`src/hw/rtl/dsu_ram.sv`:
```
// Generic single-write, single-read RAM with registered read data.
`timescale 1ns / 1ps

module dsu_ram #(
    parameter int WIDTH = 8,
    parameter int DEPTH = 16
) (
    input  logic                     clk,
    input  logic                     we,
    input  logic [$clog2(DEPTH)-1:0] waddr,
    input  logic [WIDTH-1:0]         wdata,
    input  logic [$clog2(DEPTH)-1:0] raddr,
    output logic [WIDTH-1:0]         rdata
);

    logic [WIDTH-1:0] mem [DEPTH];
    logic [WIDTH-1:0] rdata_reg;

    always_ff @(posedge clk)
    begin
        if (we)
        begin
            mem[waddr] <= wdata;
        end
        rdata_reg <= mem[raddr];
    end

    assign rdata = rdata_reg;

endmodule

```
`config.mk`:
```
export PLATFORM = sky130hd
export DESIGN_NAME = dsu_ram
export DESIGN_NICKNAME = d
export VERILOG_FILES = /design/src/hw/rtl/dsu_ram.sv
export SDC_FILE = /design/constraint.sdc
export NUM_CORES = 1
export LEC_CHECK = 0
export BUFFER_PORTS_ARGS = -buffer_cell sky130_fd_sc_hd__buf_4
export CORE_ASPECT_RATIO = 0.7
export CORE_MARGIN = 8
export CORE_UTILIZATION = 50
export DETAILED_ROUTE_END_ITERATION = 12
export GPL_TIMING_DRIVEN = 0
export PLACE_DENSITY_LB_ADDON = 0.08
export SLEW_MARGIN = 20
export SYNTH_ARGS = -nofsm -noshare
export SYNTH_HDL_FRONTEND = slang
export SYNTH_SLANG_ARGS = --single-unit
```
`constraint.sdc`:
```
create_clock -name clk -period 3.7 [get_ports clk]
set_input_delay 0.37 -clock clk [delete_from_list [all_inputs] [get_ports clk]]
set_output_delay 0.37 -clock clk [all_outputs]
set_load 0.02 [all_outputs]
```
[Word-level counts from Yosys, hierarchy flattened]
Memory sizes are Yosys's and may differ from the RTL's. A register that Yosys moved wholly into a read port is not among the register bits.
Index checks and enable logic that the tools add are counted.
Storage, ports and cells
  flip-flop bits (word level): 0
  RAM bits: 128
  output and inout bits: 8
  memories: 1
Cells by class
  multiplexer cells: 2
Memory list
  mem: depth 16, width 8, rd ports 1, clocked after memory_dff 1, wr ports 1, line 16  | logic [WIDTH-1:0] mem [DEPTH];
Operator list (number)
  2-to-1 mux 1 bit: 2

[Depth between registers and ports, before layout]
  word-level depth: 2
  gate-level depth with buffers: 5
  gate-level depth less buffers: 3

[Worst setup path after synthesis]
OpenSTA, ideal clock, no wires.
  path type: input port to flip-flop
  start: in waddr[2]
  end: mem mem[0][0], enable pin
  setup time: 0.383 ns
  arrival time: 1.480 ns
  setup slack: 1.837 ns
  stages on the path: 2
  path buffers: 0
  cells stage by stage: or3b_2 -> nor3_1
RTL lines
  start, declared: line 10  | input logic [$clog2(DEPTH)-1:0] waddr,
  end, declared: line 16
Straight into the memory's write port.

[Final worst setup path]
  start: in waddr[2]
  end: mem mem[3][7], enable pin
Straight into the memory's write port.

==> results.ini <==
[sta]
tns_ps=0
min_period_ps=1640
fin_worst_skew_ps=5.66
setup_viol=0
finalHoldViolCount=0
max_freq_mhz=611
rsz0062_at_grt=no
holdWs_ps=280
slew_headroom_pct=44.5
finalCritPeriodShare_pct=44.2
tightest_slew_ps=829
slew_viol_final=0

[floorplanning]
num_rows=31
die_w_um=137
die_area_mm2=0.0138
core-area_mm2=0.0102
die_h_um=101
start_util_pct=50.5
ios=26

[power]
vdd_drop_max_uv=352
clock_power_share_pct=44.5
leakagePower_nw=2.01
power_switching_w=0.000743
comb_power_share_pct=5.5
power.density_mw_per_mm2=572
pwr-share-seq_pct=50.0
p_int_w=0.00272
power_w=0.00346
switching_share_pct=21.5

[placed_design]
io_buffers=24
dp_hpwl_um=6450
gp_congestion=0.696
dp.cells=385
placed_area_mm2=0.00551

[drt]
wire_per_inst_um=24.8
drt_wl_total_um=10300
drt_iter0_drc=309
dr_total_vias=2382
route.detailed.drc=0
ant_nets=0
via_per_inst=5.71
firstDrtPassIters=4

[critical_path]
critPathSlowestCell=nor2_1
worstSetupPathType=in2reg
cpPeakStageDelay_ps=650
crit_family=simple AND/OR/NAND/NOR gates
crit_required_ps=3740
arrival_ps=1680
crit_buf_inv=1
path_max_fanout=8
worstSetupStartpointType=primary input
cp.depth=3
worst_setup_path_end_kind=register
reg2reg_depth=3
path_cells=buf_4, or3b_2, nor2_1

[grt]
antenna_found_initial=0
overflow=0
grt_pass1_vias=2300
grt_max_degree=17
grt_pass1_wl_um=15300
grt.total_usage_pct=16.2

[synthesis]
yosysWarnings=0
synth_seq_area_share_pct=77.8
synth_cells=229
ys_types=19
synth_seq_cells=136
syn_nets=247
syn_area_per_cell_um2=22.5
syn_area_mm2=0.00515

[finish]
largest_register_ffs=128
final_cell_mix=edfxtp_1, buf_4, mux4_2, clkbuf_16, a22oi_1
fill_cells=738
final-seq-area_mm2=0.00400
drive_gt1_share_pct=30.2
antenna_cells=0
layout.cells.non_filler=417
multi_input_area_mm2=0.00108
stdcell_area_mm2=0.00605
final_nets=290
layout_commonest_cell=edfxtp_1
area_growth_pct=17.6

[clock_tree]
cts_max_path_buffers=2
post-cts-setup-buffer-count=0
cts_sinks=136
htreeDepth=4
cts_hold_buf=0
cts-root-buf=clkbuf_16
clkTransAtPathRegs_ps=60
clock_latency_ps=410
numCtsBuffers=17
post_cts_resize_count=0
cts_tree=built

[flow_run]
cap_violations=0

[worst_hold_path]
worstHoldPathCells=1
hold_path_class=in2reg

[status]
outcome=complete, no violations

cell usage after synthesis, drive strengths merged:
| master | count | area share [%] |
|---|---|---|
| nor3 | 4 | 0.39 |
| nor2b | 1 | 0.12 |
| nand2 | 9 | 0.66 |
| buf | 7 | 1.1 |
| nand3 | 1 | 0.097 |
| nor2 | 13 | 0.95 |
| nand3b | 2 | 0.29 |
| nand2b | 2 | 0.24 |
| edfxtp | 128 | 75 |
| and2b | 1 | 0.15 |
| a22oi | 16 | 2.3 |
| clkdlybuf4s25 | 3 | 0.58 |
| or3b | 1 | 0.17 |
| mux4 | 32 | 15 |
| dfxtp | 8 | 3.1 |
| and2 | 1 | 0.12 |
metal layers:
| layer | share of wire (%) | GRT usage [%] |
|---|---|---|
| met1 | 49 | 25.1 |
| met3 | 7.8 | 4.63 |
| met4 | 1.2 | 7.74 |
| met2 | 42 | 20.2 |
| met5 | 0 | 0 |
per-stage QoR:
step,setup slack (ps),utilization [%]
floorplan,1840,-
global placement,1220,53.8
detailed placement,1620,54.0
CTS,2090,59.3
global route,2010,59.3
finish,2060,59.3
logic make-up (layout without fill, tap and decap cells):
group                  after synthesis  count (layout)  synth area share [%]
DFF                                136             136                  77.8
AOI/OAI and AO/OA                   16              16                  2.33
muxes                               32              32                  15.0
and+or+nand+nor                     35              35                  3.18
buffers and inverters               10              66                  1.68
final cells by class:
| class | count | area share, % |
|---|---|---|
| Sequential cell | 136 | 66.1 |
| Multi-Input combinational cell | 83 | 17.8 |
| Clock buffer | 19 | 7.15 |
| Timing Repair Buffer | 24 | 2.98 |
| Tap cell | 132 | 2.73 |
| Clock inverter | 13 | 1.78 |
| Buffer | 10 | 1.43 |
worst paths after layout:
kind / endpoint / startpoint / slack (ps)
max: mem[3][7] / waddr[2] / 2060
min: mem[4][6] / wdata[6] / 280
max reg2reg: rdata[2] / mem[5][2] / 2310
min reg2reg: rdata[1] / mem[11][1] / 690
power groups by stage:
stage	sequential [W]	clock (W)	combinational, W
finish	0.00173	0.00154	0.000191
global route	0.00173	0.00162	0.000205
CTS	0.00173	0.00156	0.000193
detailed placement	0.00176	0	0.000192
global placement	0.00176	0	0.000189
floorplan	0.00177	0	0.0000874
(Power assumes the default switching activity.)
