`src/hw/rtl/dsu_pkg.sv`:
```
// Package: sizes, table entry format, FSM states and shared helpers for the union-find block.
`timescale 1ns / 1ps

package dsu_pkg;

    // Table size and derived widths
    localparam int NUM_ELEMENTS = 1024;
    localparam int IDX_W        = (NUM_ELEMENTS > 1) ? $clog2(NUM_ELEMENTS) : 1;
    localparam int CNT_W        = $clog2(NUM_ELEMENTS + 1);

    // Fixed field widths of the channels
    localparam int ELEM_W = 10;
    localparam int ROOT_W = 10;
    localparam int SIZE_W = 11;

    localparam logic OP_QUERY = 1'b0;
    localparam logic OP_UNITE = 1'b1;

    // One table entry: a root holds its set size, any other entry its parent index
    typedef struct packed {
        logic             is_root;
        logic [CNT_W-1:0] val;
    } entry_t;

    localparam int ENTRY_W = $bits(entry_t);

    typedef struct packed {
        logic              opcode;
        logic [ELEM_W-1:0] elem_a;
        logic [ELEM_W-1:0] elem_b;
    } in_item_t;

    typedef struct packed {
        logic              same_set;
        logic              merged;
        logic [ROOT_W-1:0] root_a;
        logic [SIZE_W-1:0] set_size;
    } out_item_t;

    // Table port request from the sequencer
    typedef struct packed {
        logic             we;
        logic [IDX_W-1:0] waddr;
        entry_t           wdata;
        logic [IDX_W-1:0] raddr;
    } ram_req_t;

    typedef enum logic [2:0] {
        ST_CLEAR,
        ST_IDLE,
        ST_FIND_A,
        ST_FIND_B,
        ST_LINK_WIN,
        ST_LINK_LOSE,
        ST_DONE
    } state_t;

    // Out-of-range element indexes saturate to the last entry
    function automatic logic [IDX_W-1:0] clamp_index(input logic [ELEM_W-1:0] v);
        if (32'(v) >= 32'(NUM_ELEMENTS))
            return IDX_W'(NUM_ELEMENTS - 1);
        return IDX_W'(v);
    endfunction

endpackage

```
`src/hw/rtl/dsu_ctrl.sv`:
```
// Sequencer: clearing pass, root walks, link writes and result capture.
`timescale 1ns / 1ps

module dsu_ctrl (
    input  logic              clk,
    input  logic              rst_n,
    input  logic              in_valid,
    output logic              in_ready,
    input  dsu_pkg::in_item_t in_item,
    output dsu_pkg::ram_req_t ram_req,
    input  dsu_pkg::entry_t   ram_rdata,
    output logic              res_valid,
    input  logic              res_ready,
    output dsu_pkg::out_item_t res_item
);
    import dsu_pkg::*;

    state_t           state_reg, state_next;
    logic [IDX_W-1:0] clr_reg, clr_next;
    logic             op_reg, op_next;
    logic [IDX_W-1:0] b_reg, b_next;
    logic [IDX_W-1:0] cur_reg, cur_next;
    logic [IDX_W-1:0] ra_reg, ra_next;
    logic [CNT_W-1:0] sa_reg, sa_next;
    logic [IDX_W-1:0] lose_reg, lose_next;
    logic [IDX_W-1:0] root_reg, root_next;
    logic [CNT_W-1:0] size_reg, size_next;
    logic             same_reg, same_next;
    logic             merged_reg, merged_next;
    logic             same_now;

    always_ff @(posedge clk or negedge rst_n)
    begin
        if (!rst_n)
        begin
            state_reg <= ST_CLEAR;
            clr_reg   <= '0;
        end
        else
        begin
            state_reg <= state_next;
            clr_reg   <= clr_next;
        end
    end

    always_ff @(posedge clk)
    begin
        op_reg     <= op_next;
        b_reg      <= b_next;
        cur_reg    <= cur_next;
        ra_reg     <= ra_next;
        sa_reg     <= sa_next;
        lose_reg   <= lose_next;
        root_reg   <= root_next;
        size_reg   <= size_next;
        same_reg   <= same_next;
        merged_reg <= merged_next;
    end

    assign same_now = (ra_reg == cur_reg);

    always_comb
    begin
        state_next  = state_reg;
        clr_next    = clr_reg;
        op_next     = op_reg;
        b_next      = b_reg;
        cur_next    = cur_reg;
        ra_next     = ra_reg;
        sa_next     = sa_reg;
        lose_next   = lose_reg;
        root_next   = root_reg;
        size_next   = size_reg;
        same_next   = same_reg;
        merged_next = merged_reg;
        in_ready    = 1'b0;
        res_valid   = 1'b0;
        ram_req     = '0;
        ram_req.raddr = cur_reg;

        case (state_reg)
            ST_CLEAR:
            begin
                ram_req.we            = 1'b1;
                ram_req.waddr         = clr_reg;
                ram_req.wdata.is_root = 1'b1;
                ram_req.wdata.val     = CNT_W'(1);
                clr_next              = clr_reg + 1'b1;
                if (clr_reg == IDX_W'(NUM_ELEMENTS - 1))
                begin
                    state_next = ST_IDLE;
                end
            end

            ST_IDLE:
            begin
                in_ready = 1'b1;
                if (in_valid)
                begin
                    op_next       = in_item.opcode;
                    b_next        = clamp_index(in_item.elem_b);
                    cur_next      = clamp_index(in_item.elem_a);
                    ram_req.raddr = clamp_index(in_item.elem_a);
                    state_next    = ST_FIND_A;
                end
            end

            ST_FIND_A:
            begin
                if (ram_rdata.is_root)
                begin
                    ra_next       = cur_reg;
                    sa_next       = ram_rdata.val;
                    cur_next      = b_reg;
                    ram_req.raddr = b_reg;
                    state_next    = ST_FIND_B;
                end
                else
                begin
                    cur_next      = ram_rdata.val[IDX_W-1:0];
                    ram_req.raddr = ram_rdata.val[IDX_W-1:0];
                end
            end

            ST_FIND_B:
            begin
                if (ram_rdata.is_root)
                begin
                    same_next = same_now;
                    if (op_reg == OP_UNITE && !same_now)
                    begin
                        // larger set keeps its root; a tie goes to the second root
                        if (sa_reg > ram_rdata.val)
                        begin
                            root_next = ra_reg;
                            lose_next = cur_reg;
                        end
                        else
                        begin
                            root_next = cur_reg;
                            lose_next = ra_reg;
                        end
                        size_next   = CNT_W'(sa_reg + ram_rdata.val);
                        merged_next = 1'b1;
                        state_next  = ST_LINK_WIN;
                    end
                    else
                    begin
                        root_next   = ra_reg;
                        size_next   = sa_reg;
                        merged_next = 1'b0;
                        state_next  = ST_DONE;
                    end
                end
                else
                begin
                    cur_next      = ram_rdata.val[IDX_W-1:0];
                    ram_req.raddr = ram_rdata.val[IDX_W-1:0];
                end
            end

            ST_LINK_WIN:
            begin
                ram_req.we            = 1'b1;
                ram_req.waddr         = root_reg;
                ram_req.wdata.is_root = 1'b1;
                ram_req.wdata.val     = size_reg;
                state_next            = ST_LINK_LOSE;
            end

            ST_LINK_LOSE:
            begin
                ram_req.we            = 1'b1;
                ram_req.waddr         = lose_reg;
                ram_req.wdata.is_root = 1'b0;
                ram_req.wdata.val     = CNT_W'(root_reg);
                state_next            = ST_DONE;
            end

            ST_DONE:
            begin
                res_valid = 1'b1;
                if (res_ready)
                begin
                    state_next = ST_IDLE;
                end
            end

            default:
            begin
                state_next = ST_CLEAR;
                clr_next   = '0;
            end
        endcase
    end

    always_comb
    begin
        res_item.same_set = same_reg;
        res_item.merged   = merged_reg;
        res_item.root_a   = ROOT_W'(root_reg);
        res_item.set_size = SIZE_W'(size_reg);
    end

endmodule

```
`config.mk`:
```
export PLATFORM = sky130hd
export DESIGN_NAME = dsu_ctrl
export DESIGN_NICKNAME = d
export VERILOG_FILES = /design/src/hw/rtl/dsu_pkg.sv /design/src/hw/rtl/dsu_ctrl.sv
export SDC_FILE = /design/constraint.sdc
export NUM_CORES = 1
export LEC_CHECK = 0
export ABC_AREA = 1
export BUFFER_PORTS_ARGS = -buffer_cell sky130_fd_sc_hd__buf_2
export CAP_MARGIN = 5
export CORE_ASPECT_RATIO = 1.2
export CORE_MARGIN = 4
export CORE_UTILIZATION = 50
export CTS_BUF_LIST = sky130_fd_sc_hd__clkbuf_4
export DETAILED_ROUTE_END_ITERATION = 12
export GPL_TIMING_DRIVEN = 0
export PLACE_DENSITY_LB_ADDON = 0.15
export SYNTH_ARGS = -nofsm -noshare
export SYNTH_HDL_FRONTEND = slang
export SYNTH_SLANG_ARGS = --single-unit
export TNS_END_PERCENT = 30
```
`constraint.sdc`:
```
create_clock -name clk -period 3.6 [get_ports clk]
set_input_delay 0.72 -clock clk [delete_from_list [all_inputs] [get_ports clk]]
set_output_delay 0.72 -clock clk [all_outputs]
set_load 0.03 [all_outputs]
```
### Yosys cells after proc, flatten, opt, wreduce, memory -nomap -nowiden

Index checks and enable logic that the tools add are counted.

| storage, ports and cells | value |
|---|---|
| flip-flop bits (word level) | 88 |
| output and inout bits | 58 |

| cells by class | value |
|---|---|
| reduce and logical (&&, ||, !) cells | 9 |
| magnitude comparators | 1 |
| add/sub/neg operators | 2 |
| mux-type cells | 20 |
| equal/unequal tests | 13 |

Operators with widths:

| cell | count |
|---|---|
| 23-bit case mux with 3 select lines | 1 |
| 10-bit two-way mux | 6 |
| 10-bit case mux with 3 select lines | 1 |
| 3-bit case mux with 7 select lines | 1 |
| 10-bit case mux with 2 select lines | 1 |
| 3-bit two-way mux | 5 |
| 11-bit adder | 1 |
| 11-bit greater-than comparator | 1 |
| 11-bit two-way mux | 1 |
| 10-bit by 1-bit adder with 10-bit output (second input constant) | 1 |
| 10-bit equality test | 1 |
| 10-bit equality test (second input constant) | 1 |
| 2-bit inequality test (second input constant) | 5 |
| 3-bit equality test (second input constant) | 3 |
| 3-bit by 2-bit equality test with 1-bit output (second input constant) | 2 |
| 2-bit AND reduction | 3 |
| 6-bit OR reduction | 1 |
| 5-bit AND reduction | 1 |
| 3-bit by 1-bit equality test with 1-bit output (second input constant) | 1 |
| 3-bit zero test | 1 |
| 1-bit two-way mux | 3 |
| 3-bit AND reduction | 1 |
| 2-bit two-way mux | 1 |
| 1-bit logical AND | 1 |
| 1-bit zero test | 1 |

### Depth between registers and ports, before layout

| depth | value |
|---|---|
| depth after elaboration | 6 |
| gate-level depth with buffers | 12 |
| mapped depth without buffers | 12 |

### Worst setup path after synthesis

No wires, ideal clock.

| path | value |
|---|---|
| path kind | in2out |
| start | input ram_rdata[11] in the netlist's numbering |
| end | output ram_req[0] in the netlist's numbering |
| cell stages on the path | 4 |
| data required time | 2.880 ns |
| data arrival time | 2.781 ns |
| setup slack | 0.099 ns |
| path through | inv_1 > nor2_1 > nor3_4 > o21ai_0 |

RTL lines:

| item | line | source |
|---|---|---|
| start, declared | dsu_ctrl.sv:11 | `input dsu_pkg::entry_t ram_rdata,` |
| end, declared | dsu_ctrl.sv:10 | `output dsu_pkg::ram_req_t ram_req,` |

==> impl_metrics.env <==
export IMPL_run_status="completed"
export IMPL_diodes=0
export IMPL_synth_ff_type="sky130_fd_sc_hd__edfxtp_1"
export IMPL_clock_sinks=88
export IMPL_placedCellCount=749
export IMPL_synth_largest_area_cell="sky130_fd_sc_hd__edfxtp_1"
export IMPL_yosysMostFrequentCell="sky130_fd_sc_hd__nand2_1"
export IMPL_tightest_slew_ns=0.7706
export IMPL_ff2ff_setup_slack_ns=1.13
export IMPL_chipHeight_um=115.2
export IMPL_clock_tree_buffer_depth=2
export IMPL_layoutNonFillerInstCount=765
export IMPL_cts_max_level=3
export IMPL_standard_cell_core_area_um2=9176
export IMPL_cell_count_after_synthesis=534
export IMPL_ios=95
export IMPL_die_width_um=97.32
export IMPL_via_per_inst=5.255
export IMPL_critical_path_required_ns=2.88
export IMPL_final_net_count=700
export IMPL_slew_limit_headroom_pct=48.35
export IMPL_cp_end_kind="primary output"
export IMPL_fp_row_count=38
export IMPL_synthesis_yosys_warnings=0
export IMPL_hpwlAfterDp_um=9553
export IMPL_worstSetupPathType="reg2out"
export IMPL_syn_to_final_growth_pct=16.10
export IMPL_ctsResizeCount=0
export IMPL_groute_layer_met2_usage_pct=38.44
export IMPL_synth_area_um2=4787
export IMPL_power_per_cell_area_nw_per_um2=700.6
export IMPL_final_hold_violation_count=0
export IMPL_pin_count_of_the_biggest_net_entering_global_routing=31
export IMPL_final_setup_viol_count=0
export IMPL_leakage_nw=2.549
export IMPL_drc_errors=0
export IMPL_worstSkewPairLatency_ns=0.45
export IMPL_synth_enable_flop_cells=65
export IMPL_drt_wl_total_um=12040
export IMPL_timing_critical_path_arrival_ns=2.54
export IMPL_cts_made_buffers=9
export IMPL_drv_max_cap_violation_count=0
export IMPL_achievable_frequency_mhz=306.4
export IMPL_timing_max_transition_violations_final=0
export IMPL_drt_iter0_drc=290
export IMPL_portBuffers=94
export IMPL_total_routing_usage_gr_pct=22.13
export IMPL_synth_fp_nets=594
export IMPL_async_flop_share_pct=14.77
export IMPL_setup_repair_after_global_routing_missed_its_margin="no"
export IMPL_post_drt_wl_per_cell_um=15.73
export IMPL_num_vias=4020
export IMPL_vias_in_the_first_global_route=4007
export IMPL_grt_pass1_wl_um=19610
export IMPL_use_met1_pct=27.61
export IMPL_routabilityCongestion=0.9164
export IMPL_floorplan_initialDensity_pct=52.17
export IMPL_synth_sequential_area_ratio_pct=51.75
export IMPL_globalRouteMet3Util_pct=4.005
export IMPL_syn_mean_instance_area_um2=8.965
export IMPL_multi_input_comb_area_um2=1949
export IMPL_ff_latch_area_um2=2477
export IMPL_clkSlewWorstSetupHoldPaths_ns=0.14
export IMPL_antenna_found_initial=0
export IMPL_grt_ovfl_total=0
export IMPL_cts_root_buffer_cell="sky130_fd_sc_hd__clkbuf_4"
export IMPL_synth_cell_type_count=40
export IMPL_tns_ns=0
export IMPL_die_area_um2=11210
export IMPL_fillCellCount=831
export IMPL_hold_path_class="in2async"
export IMPL_postRouteAntennaNets=0
export IMPL_period_minus_slack_ns=3.263
export IMPL_top_usage_layer_grt="met2"
export IMPL_worst_clock_skew_ns=0.01470
export IMPL_netlist_top_cells_count="126 x sky130_fd_sc_hd__nand2_1, 68 x sky130_fd_sc_hd__inv_1, 65 x sky130_fd_sc_hd__edfxtp_1"
export IMPL_finalCritPeriodShare_pct=90.65
export IMPL_cts_post_setup_buffers_inserted=0
export IMPL_cp_max_fo=30
export IMPL_synth_top_area_cells="sky130_fd_sc_hd__edfxtp_1 41%, sky130_fd_sc_hd__nand2_1 9.9%, sky130_fd_sc_hd__dfrtp_1 6.8%"
export IMPL_cts_tree="built"
export IMPL_post_synth_top_area_fraction_pct=40.77
export IMPL_worst_setup_path_start_kind="flop"
export IMPL_cts_hold_buffers_added=0
export IMPL_drt_pass1_iterations=7
export IMPL_post_route_cells_drive_above_1_share_pct=22.64
export IMPL_yosys_register_bits=88
export IMPL_worst_ir_drop_vdd_uv=399.8
## cells by family after synthesis
group | synth area share, %
AO/OA/AOI/OAI | 11.66
AND/OR/NAND/NOR | 20.91
XOR/XNOR | 1.830
buffers and inverters | 7.684
adder cells (fa/ha/maj) | 6.168
flip-flops | 51.75
## cell type report
cell class,count,area share [%]
plain buffers,16,1.553
multi-input cells,355,35.07
well taps,120,2.701
repair buffers,95,8.960
clock buffers,11,1.486
clock inverters,5,0.5853
inverters,75,5.065
flip-flops and latches,88,44.57
## routing by layer
metal / vias to the layer above / routed length (um) / part of all wire, %
met4: 0 / 335 / 2.8
li1: 2018 / - / -
met3: 21 / 735 / 6.1
met2: 152 / 5769 / 48
met5: - / 0 / 0
met1: 1829 / 5196 / 43
## worst max-delay path: stages (launching register included)
cell                       delay [ns]
sky130_fd_sc_hd__dfrtp_1         0.34
sky130_fd_sc_hd__buf_4           0.15
sky130_fd_sc_hd__inv_1           0.07
sky130_fd_sc_hd__nor2_2          0.19
sky130_fd_sc_hd__nand3_1         0.10
sky130_fd_sc_hd__inv_1           0.09
sky130_fd_sc_hd__buf_2           0.53
sky130_fd_sc_hd__a221oi_1        0.19
sky130_fd_sc_hd__o21ai_1         0.18
sky130_fd_sc_hd__buf_2           0.25
## cell usage in the layout (no fill, tap or decap), drive strengths merged
cell type	instances
clkinv	5
nand4	6
nand2	131
ha	22
o221ai	8
dfxtp	10
dfrtp	13
a221oi	8
buf	106
nor3	10
o22ai	2
inv	74
o21ai	54
xnor2	4
fa	1
a211oi	1
a21oi	21
nand3b	3
and2	1
o21a	1
nor4	1
o211ai	2
clkinvlp	1
xor2	6
edfxtp	65
or2	4
nand3	30
nor2	39
clkbuf	16
## where the power goes
group	internal [mW]	switching (mW)	total, mW
clock	0.157	0.342	0.500
combinational	0.536	1.31	1.84
sequential	1.39	0.163	1.55
total	2.08	1.81	3.89
## path summary, 6_finish.rpt
kind / startpoint / end / depth (start not counted)
min in group clk: in_item[1] / b_reg[1] / 1
worst max register to register: sa_reg[6] / lose_reg[6] / 8
max in group asynchronous: rst_n / state_reg[1] / 1
worst min register to register: cur_reg[4] / ra_reg[4] / 0
worst max-delay path: state_reg[1] / ram_req[1] / 9
worst min-delay path: rst_n / clr_reg[6] / 1
## stage by stage
stage	hold slack [ns]	worst slack (ns)	power [mW]	instance area, um^2	utilization, %
6_report	0.1315	0.3366	3.894	5558	60.57
5_1_grt	0.1228	0.08532	4.154	5558	60.57
2_1_floorplan	0.4244	0.09909	2.842	4787	-
3_3_place_gp	0.4439	-0.2899	3.357	5408	58.93
3_5_place_dp	0.4451	0.7181	3.412	5438	59.26
4_1_cts	0.1264	0.2862	3.902	5553	60.51
(Power assumes the default switching activity.)
